`config.mk`:
```
export PLATFORM = sky130hd
export DESIGN_NAME = vdi_front
export DESIGN_NICKNAME = d
export VERILOG_FILES = /design/src/hdl/vdi_pkg.sv /design/src/hdl/vdi_front.sv
export SDC_FILE = /design/constraint.sdc
export NUM_CORES = 1
export LEC_CHECK = 0
export ABC_AREA = 1
export BUFFER_PORTS_ARGS = -buffer_cell sky130_fd_sc_hd__buf_2
export CORE_UTILIZATION = 31
export CTS_BUF_LIST = sky130_fd_sc_hd__clkbuf_4
export CTS_CLUSTER_SIZE = 20
export DETAILED_ROUTE_END_ITERATION = 8
export GPL_TIMING_DRIVEN = 1
export HOLD_SLACK_MARGIN = 0.12
export PLACE_DENSITY = 0.51
export SLEW_MARGIN = 40
export SYNTH_ARGS = -nofsm -noshare
export SYNTH_HDL_FRONTEND = slang
export SYNTH_SLANG_ARGS = --single-unit
export TNS_END_PERCENT = 20
```
`constraint.sdc`:
```
create_clock -name clk -period 9.31 [get_ports clk]
set_clock_uncertainty 0.05 [all_clocks]
set_input_delay 1.862 -clock clk [delete_from_list [all_inputs] [get_ports clk]]
set_output_delay 1.862 -clock clk [all_outputs]
set_load 0.1 [all_outputs]
```
`src/hdl/vdi_pkg.sv`:
```
// Package for the vertex dedup indexer: transaction types and constants.
// No dependencies.
package vdi_pkg;

    localparam int TABLE_SIZE_DEF = 1024;
    localparam int INDEX_W        = 10;
    localparam logic [31:0] NEG_ZERO = 32'h8000_0000;

    typedef struct packed {
        logic [31:0] coord_x;
        logic [31:0] coord_y;
        logic [31:0] coord_z;
        logic        mesh_start;
    } in_item_t;

    typedef struct packed {
        logic [INDEX_W-1:0] vertex_index;
        logic               is_new;
        logic               table_full;
    } out_item_t;

    function automatic logic [31:0] canon_coord(input logic [31:0] v);
        return (v == NEG_ZERO) ? 32'h0 : v;
    endfunction

endpackage

```
`src/hdl/vdi_front.sv`:
```
// Front end: accepts vertex transactions, folds -0 to +0 and queues them.
// Depends on vdi_pkg.
module vdi_front (
    input  logic             clk,
    input  logic             rst_n,
    input  logic             push,
    output logic             full,
    input  vdi_pkg::in_item_t in_data,
    output logic             item_valid,
    input  logic             item_take,
    output vdi_pkg::in_item_t item
);

    vdi_pkg::in_item_t q_reg [2];
    logic [1:0] cnt_reg, cnt_next;
    logic       rd_ptr_reg, wr_ptr_reg;
    logic       do_push, do_pop;
    vdi_pkg::in_item_t canon;

    assign full       = (cnt_reg == 2'd2);
    assign item_valid = (cnt_reg != 2'd0);
    assign item       = q_reg[rd_ptr_reg];
    assign do_push    = push && !full;
    assign do_pop     = item_take && item_valid;

    always_comb
    begin
        canon            = in_data;
        canon.coord_x    = vdi_pkg::canon_coord(in_data.coord_x);
        canon.coord_y    = vdi_pkg::canon_coord(in_data.coord_y);
        canon.coord_z    = vdi_pkg::canon_coord(in_data.coord_z);
        cnt_next         = cnt_reg + {1'b0, do_push} - {1'b0, do_pop};
    end

    always_ff @(posedge clk)
    begin
        if (do_push)
        begin
            q_reg[wr_ptr_reg] <= canon;
        end
    end

    always_ff @(posedge clk or negedge rst_n)
    begin
        if (!rst_n)
        begin
            cnt_reg    <= 2'd0;
            rd_ptr_reg <= 1'b0;
            wr_ptr_reg <= 1'b0;
        end
        else
        begin
            cnt_reg <= cnt_next;
            if (do_push)
            begin
                wr_ptr_reg <= !wr_ptr_reg;
            end
            if (do_pop)
            begin
                rd_ptr_reg <= !rd_ptr_reg;
            end
        end
    end

endmodule

```
# Word level (Yosys, flattened, before mapping)
# Memories as Yosys holds them, arrays and structs flattened.
# Cells that the tools add are included.
# totals
input_bits,101
register_bits,4
memories,1
ram_bits,194
elab_cells,21
# memory_table
memory,words,width,rd,rd_ports_with_merged_regs,wr,line,text
q_reg,2,97,1,0,1,vdi_front.sv:14,vdi_pkg::in_item_t q_reg [2];
# classes
muxes,5
n_eq_ne,4
n_addsub,2
n_reduce_logical,6
# ops
op,count
32-bit == test (second input constant),3
32-bit two-way mux,3
1-bit zero test,3
2-bit by 1-bit adder with 2-bit output,1
2-bit == test (second input constant),1
1-bit logical AND,2
1-bit two-way mux,2
2-bit nonzero test,1
2-bit by 1-bit subtractor with 2-bit output,1

# Logic depth before layout (Yosys ltp)
# Gate-level depths: netlist of run 1.
# logic_depth
word_depth,5
ltp_mapped,8

# Worst setup path before layout of run 1
# No wires, ideal clock.
# synth_timing
kind,input-to-reg
start,input push
end,"memory q_reg[0][0] (netlist bit), enable pin"
slack_ns,2.728
path_stages,2
t_required_ns,8.707
t_arrival_ns,5.979
path_cell_list,o21ai_2 nor2_1
# synth_between
elab_chain_cells,3
# synth_rtl
element,line,text
from (decl),vdi_front.sv:6,"input logic push,"
1-bit logical AND,vdi_front.sv:23,assign do_push = push && !full;
1-bit two-way mux,vdi_front.sv:37,if (do_push)
1-bit two-way mux (implied by the code),vdi_front.sv:39,q_reg[wr_ptr_reg] <= canon;
to (decl),vdi_front.sv:14,
# Every way passes these cells.

==> results of run 1 <==
-- cell type report --
type                            instances  area [um^2]  share of cell area [%]
Tap cell                              330          413                    4.47
Clock buffer                           17          128                    1.38
Clock inverter                         15          144                    1.56
Multi-Input combinational cell        399         1560                    16.8
Inverter                                8         35.0                   0.379
Timing Repair Buffer                  204         1030                    11.2
Sequential cell                       198         5930                    64.1
Antenna cell                            2         5.00                  0.0541
-- worst min path at each step --
stage                                       from                      to  slack (ns)  depth (start not counted)
after CTS                   cnt_reg[0]$_DFF_PN0_    cnt_reg[0]$_DFF_PN0_        0.56                          1
final                       cnt_reg[0]$_DFF_PN0_    cnt_reg[0]$_DFF_PN0_        0.54                          1
after global placement      cnt_reg[0]$_DFF_PN0_    cnt_reg[0]$_DFF_PN0_        0.53                          1
after detailed placement    cnt_reg[0]$_DFF_PN0_    cnt_reg[0]$_DFF_PN0_        0.52                          1
after floorplan           wr_ptr_reg$_DFFE_PN0N_  wr_ptr_reg$_DFFE_PN0N_        0.48                          2
after global routing        cnt_reg[0]$_DFF_PN0_    cnt_reg[0]$_DFF_PN0_        0.57                          1
-- cells in the final DEF, fill, tap and decap left out --
| master | count |
|---|---|
| clkinv_1 | 1 |
| inv_1 | 7 |
| nand2_1 | 322 |
| clkbuf_4 | 17 |
| xnor2_1 | 1 |
| ha_1 | 2 |
| clkinv_2 | 2 |
| nor2_1 | 67 |
| o21ai_2 | 1 |
| or2_1 | 1 |
| xor2_1 | 3 |
| buf_2 | 199 |
| buf_4 | 5 |
| inv_6 | 8 |
| diode_2 | 2 |
| inv_8 | 1 |
| edfxtp_1 | 194 |
| nor2_4 | 2 |
| clkinv_8 | 3 |
| clkinv_4 | 1 |
| dfrtp_4 | 1 |
| dfrtp_1 | 3 |
-- synth_stat cells --
| master | instances | share of area, % |
|---|---|---|
| edfxtp_1 | 194 | 73 |
| or2_1 | 1 | 0.078 |
| dfrtp_1 | 4 | 1.3 |
| buf_4 | 3 | 0.28 |
| ha_1 | 2 | 0.31 |
| buf_6 | 4 | 0.56 |
| nand2_1 | 322 | 15 |
| buf_2 | 14 | 0.88 |
| o21ai_2 | 1 | 0.11 |
| nor2_1 | 69 | 3.2 |
| inv_1 | 7 | 0.33 |
| inv_4 | 1 | 0.078 |
| clkbuf_1 | 93 | 4.4 |
| xnor2_1 | 1 | 0.11 |
| xor2_1 | 3 | 0.33 |
-- stage by stage --
step | setup WS [ns] | area (um^2)
floorplan | 2.73 | 7990
global placement | 5.08 | 8970
detailed placement | 5.24 | 8970
CTS | 4.54 | 9240
global route | 4.35 | 9240
finish | 4.64 | 9250
-- critical path: cells and delay by family, from the launching register on --
| kind | cells | cell delay (ns) |
|---|---|---|
| flops | 1 | 0.77 |
| buf+inv | 2 | 1.04 |
| simple gates | 2 | 0.29 |
-- kinds of logic (layout without fill, tap and decap cells) --
kind of cell             after synthesis  count (layout)  synth area share (%)
other                                  0               2                     0
AND/OR/NAND/NOR                      392             392                  18.5
buffers and inverters                122             244                  6.50
XOR/XNOR                               4               4                 0.439
AO/OA/AOI/OAI                          1               1                 0.110
adder cells (fa/ha/maj)                2               2                 0.313
flip-flops                           198             198                  74.2
-- layer usage --
layer | vias to the layer above | track usage, % | share of wire (%)
li1 | 2473 | - | -
met1 | 2289 | 17.2 | 47
met2 | 149 | 21.2 | 46
met3 | 11 | 4.38 | 6.3
met4 | 4 | 3.17 | 0.64
met5 | - | 0 | 0.10
==> flow_metrics.py, run 1 <==
metrics = {
    "critical_path": {
        "r2r-end": "q_reg[1][22]$_DFFE_PP_",
        "r2r_start": "cnt_reg[1]$_DFF_PN0_",
        "path_common_cell": "nand2_1",
        "rrSetupSlack_ns": 7.46,
        "critPathSlowestCell": "dfrtp_4",
        "critPathRequiredTime_ns": 7.40,
        "endpoint_kind": "primary output",
        "max_stage_delay_ns": 0.77,
        "critPathArrivalTime_ns": 2.75,
        "crit_chain": "buf_4, nand2_1, nand2_1, buf_2",
        "startpoint": "rd_ptr_reg$_DFFE_PN0P_",
        "crit_path_end": "item[28]",
        "rr_worst_depth": 4,
        "crit_type": "flop to primary output",
        "cp_max_fo": 60,
        "setup.worst_path.start_class": "flop",
    },
    "global_routing": {
        "grt_max_degree": 99,
        "track_usage_pct": 13.2,
        "antenna_found_initial": 4,
        "grt_pass1_wl_mm": 26.0,
        "overflow": 0,
        "grt_pass1_vias": 4759,
    },
    "timing": {
        "tns_ns": 0,
        "finalHoldViolCount": 0,
        "fmax_ghz": 0.214,
        "fin_hold_ws_ns": 0.545,
        "fin_crit_sh_pct": 50.1,
        "worst_pin_slew_ns": 0.764,
        "slew_violations": 0,
        "slew_headroom_pct": 49.1,
        "fin_crit_ns": 4.67,
        "rsz0062_at_grt": "false",
        "setup_viol_count_final": 0,
    },
    "floorplanning": {
        "die_w_um": 163,
        "num_rows": 58,
        "coreArea_um2": 25300,
        "die-area_um2": 26400,
        "io-pin-count": 200,
        "start_util_pct": 31.6,
        "die_h_um": 163,
    },
    "cts": {
        "cts-htree-levels": 4,
        "ctsResizeCount": 0,
        "ctsHoldBuffers": 0,
        "cts.sinks": 198,
        "post_cts_buffers": 0,
        "root_buffer": "clkbuf_4",
        "clock_latency_ns": 0.55,
        "clk_path_buf_depth": 2,
        "path_clk_slew_ns": 0.18,
        "cts_tree": "built",
        "cts_buffers": 17,
    },
    "place": {
        "routabilityCongestion": 0.698,
        "post-place-cells": 1139,
        "portBuffers": 199,
        "dp_hpwl_mm": 10.9,
    },
    "drt": {
        "wl_per_cell_um": 14.7,
        "ant_nets": 0,
        "wl_mm": 17.3,
        "vias_per_cell": 4.20,
        "remaining_drc_errors": 0,
        "vias": 4926,
        "drt-pass1-iter-count": 4,
        "drt_iter0_markers": 201,
    },
    "finish": {
        "finalNonFillerCells": 1173,
        "largest_reg_flops": 194,
        "final_nets": 931,
        "drive_gt1_share_pct": 28.5,
        "fin_util_pct": 36.6,
        "fillers": 2497,
        "area_growth_pct": 15.7,
    },
    "yosys": {
        "ys_warn_count": 0,
        "syn_inst": 719,
        "synth-seq-cells": 198,
        "avgSynthCellArea_um2": 11.1,
        "ys_seq_area_share_pct": 74.2,
        "syn-num-nets": 822,
        "synth_area_um2": 7990,
        "synth_cell_types": 15,
    },
    "job": {
        "drv_cap": 0,
    },
    "worst_hold_path": {
        "worst_hold_path_type": "flop to flop",
    },
    "run_status": {
        "status": "finished clean",
    },
}
Power of run 1 is not shown: default switching activity piles up to over one toggle a cycle in this logic, so the estimate is an artifact.
==> run 2: changes to the inputs <==
- ABC_AREA: 1 -> 0
- clock period: 9.31 -> 4.5 ns (I/O delays scaled with it)
==> run 2 against run 1 <==
Against the previous run:
- critical endpoint is now item[14]
- worst setup slack lost 3.6 ns
- register-to-register slack lost 5.0 ns
- critical path depth is the same
- routed wire length shrank 12%
- clock-buffer cell count grew 2
==> flow_metrics.py, run 2 <==
metrics = {
    "run_status": {
        "status": "finished clean",
    },
    "drt": {
        "vias_per_cell": 4.40,
        "ant_nets": 0,
        "dr_wl_met2_mm": 7.70,
        "drt-pass1-iter-count": 4,
        "vias": 3978,
        "met3WireLength_um": 871,
        "wl_per_cell_um": 16.8,
        "remaining_drc_errors": 0,
        "drt_iter0_markers": 181,
        "wl_mm": 15.2,
        "top_layer": "met4",
        "wl_met1_mm": 6.49,
    },
    "global_routing": {
        "grt_pass1_wl_mm": 23.4,
        "grt_max_degree": 98,
        "grt_pass1_vias": 4204,
        "overflow": 0,
        "antenna_found_initial": 1,
        "track_usage_pct": 11.9,
    },
    "yosys": {
        "ys_top_cells_by_area": "edfxtp_1 74%, mux2_2 11%, clkbuf_1 4.5%",
        "synth_most_common_cell": "edfxtp_1",
        "synth-seq-cells": 198,
        "syn-num-nets": 549,
        "synth_edf_count": 194,
        "ys.flop_type": "edfxtp_1",
        "synth_cell_types": 21,
        "yosysTopAreaCell": "edfxtp_1",
        "synth_area_um2": 7840,
        "async_flop_share_pct": 2.02,
        "syn_inst": 446,
        "avgSynthCellArea_um2": 17.6,
        "netlist_top_cells_count": "194 x edfxtp_1, 93 x clkbuf_1, 77 x mux2_2, 21 x nor4_1, 20 x mux2_4",
        "ys_seq_area_share_pct": 75.6,
        "synth_top_cell_area_share_pct": 74.3,
        "ys_warn_count": 0,
    },
    "critical_path": {
        "startpoint": "rd_ptr_reg$_DFFE_PN0P_",
        "cp_max_fo": 30,
        "rr_worst_depth": 3,
        "crit_type": "flop to primary output",
        "endpoint_kind": "primary output",
        "rrSetupSlack_ns": 2.49,
        "setup.worst_path.start_class": "flop",
        "critPathRequiredTime_ns": 3.55,
        "r2r-end": "q_reg[1][63]$_DFFE_PP_",
        "r2r_start": "cnt_reg[1]$_DFF_PN0_",
        "critPathArrivalTime_ns": 2.49,
    },
    "timing": {
        "slew_headroom_pct": 51.2,
        "tns_ns": 0,
        "worst_pin_slew_ns": 0.732,
        "fmax_ghz": 0.291,
        "fin_crit_sh_pct": 76.5,
        "fin_crit_ns": 3.44,
        "rsz0062_at_grt": "false",
        "setup_viol_count_final": 0,
        "slew_violations": 0,
        "finalHoldViolCount": 0,
    },
    "floorplanning": {
        "io-pin-count": 200,
        "die_w_um": 161,
        "die_h_um": 161,
        "num_rows": 57,
        "die-area_um2": 25900,
        "coreArea_um2": 24500,
        "start_util_pct": 32.0,
    },
    "place": {
        "routabilityCongestion": 0.716,
        "portBuffers": 199,
        "dp_hpwl_mm": 10.3,
    },
    "worst_hold_path": {
        "holdPathEnd": "cnt_reg[1]$_DFF_PN0_",
        "hold_path.startpoint": "cnt_reg[1]$_DFF_PN0_",
        "worst_hold_path_type": "flop to flop",
        "hold_depth": 1,
    },
    "finish": {
        "drive_gt1_share_pct": 58.2,
        "largest_reg_flops": 194,
        "area_growth_pct": 17.2,
        "final_common_cell": "buf_2",
        "layout_common_cells": "199 x buf_2, 194 x edfxtp_1, 77 x mux2_2",
        "fin_util_pct": 37.5,
        "final_nets": 669,
        "fillers": 2354,
    },
    "job": {
        "drv_cap": 0,
    },
    "cts": {
        "ctsResizeCount": 0,
        "cts.sinks": 198,
        "clk_path_buf_depth": 2,
        "path_clk_slew_ns": 0.16,
        "cts_tree": "built",
        "cts_buffers": 17,
        "ctsHoldBuffers": 1,
        "clock_latency_ns": 0.54,
        "post_cts_buffers": 0,
        "cts-htree-levels": 4,
        "root_buffer": "clkbuf_4",
    },
}
run 2: changes by cell type in the layout (fill, tap and decap cells not counted), sizes merged, moves of 6 or more:
cell | before | now
nand4 | 0 | 6
inv | 16 | 7
mux2 | 0 | 97
nor2 | 69 | 1
nor4 | 0 | 21
nand2 | 322 | 1
run 2: worst max path at each step:
stage                     depth (start not counted)                    end
after CTS                                         4               item[14]
after detailed placement                          4               item[14]
after global placement                            3               item[13]
after floorplan                                   2  q_reg[0][0]$_DFFE_PP_
final                                             4               item[14]
after global routing                              4                item[7]
run 2: per-layer routing:
layer  global-route usage (%)  vias up
li1                         -     1858
met1                     14.3     1993
met2                     20.6      115
met3                     3.36       12
met4                     3.86        0
met5                        0        -
run 2: kinds of logic (layout without fill, tap and decap cells):
family	after synthesis	in the layout	synth area share (%)
mux	97	97	14.9
simple gates	36	36	2.90
compound gates	3	3	0.287
buf+inv	106	239	5.57
other cells	0	1	0
flops	198	198	75.6
fa+ha+maj	2	2	0.319
xor+xnor	4	4	0.447
run 2: layout make-up:
type / instances / area (um^2) / area share, %
antenna: 1 / 2.50 / 0.0272
clock buffer: 19 / 143 / 1.55
clock inverter: 13 / 118 / 1.28
inverter: 2 / 7.51 / 0.0817
multi-input combinational: 142 / 1490 / 16.2
sequential: 198 / 5930 / 64.5
tap: 324 / 405 / 4.41
timing repair buffer: 205 / 1090 / 11.9
run 2: stage by stage:
step	cells	worst slack, ns	instance area (um^2)	hold slack, ns
finish	904	1.06	9190	0.463
global route	904	0.858	9190	0.401
CTS	903	0.925	9190	0.406
detailed placement	870	1.59	8920	0.431
global placement	869	1.51	8900	0.431
floorplan	446	0.497	7840	0.410
run 2: worst max-delay path, cell delays in order, from the launching register on:
cell and delay [ns]:
dfrtp_4 0.72, buf_12 0.27, buf_4 0.29, mux2_2 0.37, buf_2 0.29
Power of run 2 is left out for the same reason.
==> run 3: changes to the inputs <==
- PLACE_DENSITY: 0.51 -> 0.53
- clock period: 4.5 -> 3 ns (I/O delays scaled with it)
==> run 3 against run 2 <==
Against the previous run:
- first-iteration DRC count grew 24%
- design area increased by 7.2%
- register-to-register slack lost 1.5 ns
- non-clock buffer count increased by 62
- clock-buffer cell count is 2 lower
- final cell count rose by 6.7%
- routed wire length rose by 4.7%
==> flow_metrics.py, run 3 (synthesized netlist as in run 2, its figures left out) <==
metrics = {
    "critical_path": {
        "rrSetupSlack_ns": 1.04,
        "endpoint_kind": "primary output",
        "crit_type": "flop to primary output",
        "r2r-end": "cnt_reg[1]$_DFF_PN0_",
        "r2r_start": "cnt_reg[1]$_DFF_PN0_",
        "setup.worst_path.start_class": "flop",
        "rr_worst_depth": 7,
        "critPathRequiredTime_ns": 2.35,
        "cp_max_fo": 11,
        "critPathArrivalTime_ns": 2.13,
    },
    "finish": {
        "final_nets": 731,
        "final_common_cell": "buf_2",
        "drive_gt1_share_pct": 53.4,
        "fillers": 2293,
        "insertedDiodeCount": 0,
        "layout_common_cells": "199 x buf_2, 194 x edfxtp_1, 77 x mux2_2",
        "finalNonFillerCells": 965,
        "area_growth_pct": 25.7,
        "largest_reg_flops": 194,
        "multiInputGateArea_um2": 1490,
        "seq_area_um2": 5930,
    },
    "drt": {
        "wl_mm": 15.9,
        "wl_per_cell_um": 16.5,
        "drt-pass1-iter-count": 4,
        "drt_iter0_markers": 224,
        "vias": 4232,
        "ant_nets": 0,
        "remaining_drc_errors": 0,
        "vias_per_cell": 4.39,
    },
    "worst_hold_path": {
        "hold_path.startpoint": "in_data[92]",
        "hold_depth": 1,
        "holdPathEnd": "q_reg[0][92]$_DFFE_PP_",
        "worst_hold_path_type": "primary input to flop",
    },
    "floorplanning": {
        "die_h_um": 161,
        "die-area_um2": 25900,
        "coreArea_um2": 24500,
        "die_w_um": 161,
        "start_util_pct": 32.0,
        "io-pin-count": 200,
        "num_rows": 57,
    },
    "place": {
        "routabilityCongestion": 0.760,
        "portBuffers": 199,
        "dp_hpwl_mm": 10.2,
        "post-place-cells": 872,
    },
    "timing": {
        "fin_crit_ns": 2.78,
        "finalHoldViolCount": 0,
        "fmax_ghz": 0.359,
        "setup_viol_count_final": 0,
        "rsz0062_at_grt": "false",
        "worst_pin_slew_ns": 0.639,
        "slew_headroom_pct": 57.4,
        "slew_violations": 0,
        "fin_crit_sh_pct": 92.8,
    },
    "cts": {
        "cts-htree-levels": 4,
        "path_clk_slew_ns": 0.17,
        "clk_path_buf_depth": 2,
        "clock_latency_ns": 0.55,
        "cts_buffers": 17,
        "root_buffer": "clkbuf_4",
        "cts.sinks": 198,
        "cts_tree": "built",
    },
    "global_routing": {
        "grt_pass1_wl_mm": 24.1,
        "track_usage_pct": 12.3,
        "grt_max_degree": 98,
        "overflow": 0,
        "grt_pass1_vias": 4395,
        "antenna_found_initial": 0,
    },
    "job": {
        "drv_cap": 0,
    },
    "run_status": {
        "status": "finished clean",
    },
}
==> run 3: how the worst max path moves through the flow <==
stage                                      start                     to  slack (ns)  depth (start not counted)
after floorplan                             push  q_reg[1][0]$_DFFE_PP_       -0.40                          1
after global placement    rd_ptr_reg$_DFFE_PN0P_               item[72]        0.55                          3
after detailed placement  rd_ptr_reg$_DFFE_PN0P_               item[70]        0.51                          3
after CTS                 rd_ptr_reg$_DFFE_PN0P_               item[70]        0.02                          3
after global routing      rd_ptr_reg$_DFFE_PN0P_               item[19]        0.07                          4
final                     rd_ptr_reg$_DFFE_PN0P_               item[67]        0.22                          4
==> run 3: critical path, cell delays in order (launching register included) <==
cell     delay [ns]
dfrtp_4        0.61
buf_4          0.18
buf_4          0.14
mux2_2         0.21
buf_2          0.43
==> run 3: metrics by stage <==
step                      worst slack (ns)  area, um^2  utilization [%]  TNS (ns)  hold WS, ns
after floorplan                     -0.403        7850                -    -39.08        0.254
after global placement               0.552        8920             36.4         0        0.366
after detailed placement             0.514        8920             36.4         0        0.370
after CTS                           0.0237        9380             38.2         0        0.121
after global routing                0.0727        9850             40.2         0        0.120
final                                0.217        9850             40.2         0        0.202
==> run 3: per-layer routing <==
metal / vias to the layer above / routed length, um / GRT usage [%]
met5: - / 0 / 0
met4: 0 / 170 / 4.25
met3: 8 / 777 / 3.29
met2: 127 / 7900 / 20.8
met1: 2116 / 7100 / 15.2
li1: 1981 / - / -
==> run 3: repair_timing <==
action,CTS,global route
pin swaps,0,0
endpoints found under the setup margin,64,12
resized for setup,0,0
hold buffers,13,43
setup buffers,1,4
endpoints found under the hold margin,25,84
gates cloned,0,0
==> run 3: cell type report <==
type | count | share of cell area [%]
flip-flops and latches | 198 | 60.2
well taps | 324 | 4.11
repair buffers | 267 | 17.3
inverters | 2 | 0.0762
clock buffers | 17 | 1.30
clock inverters | 15 | 1.91
multi-input cells | 142 | 15.1
Power of run 3 is left out for the same reason.
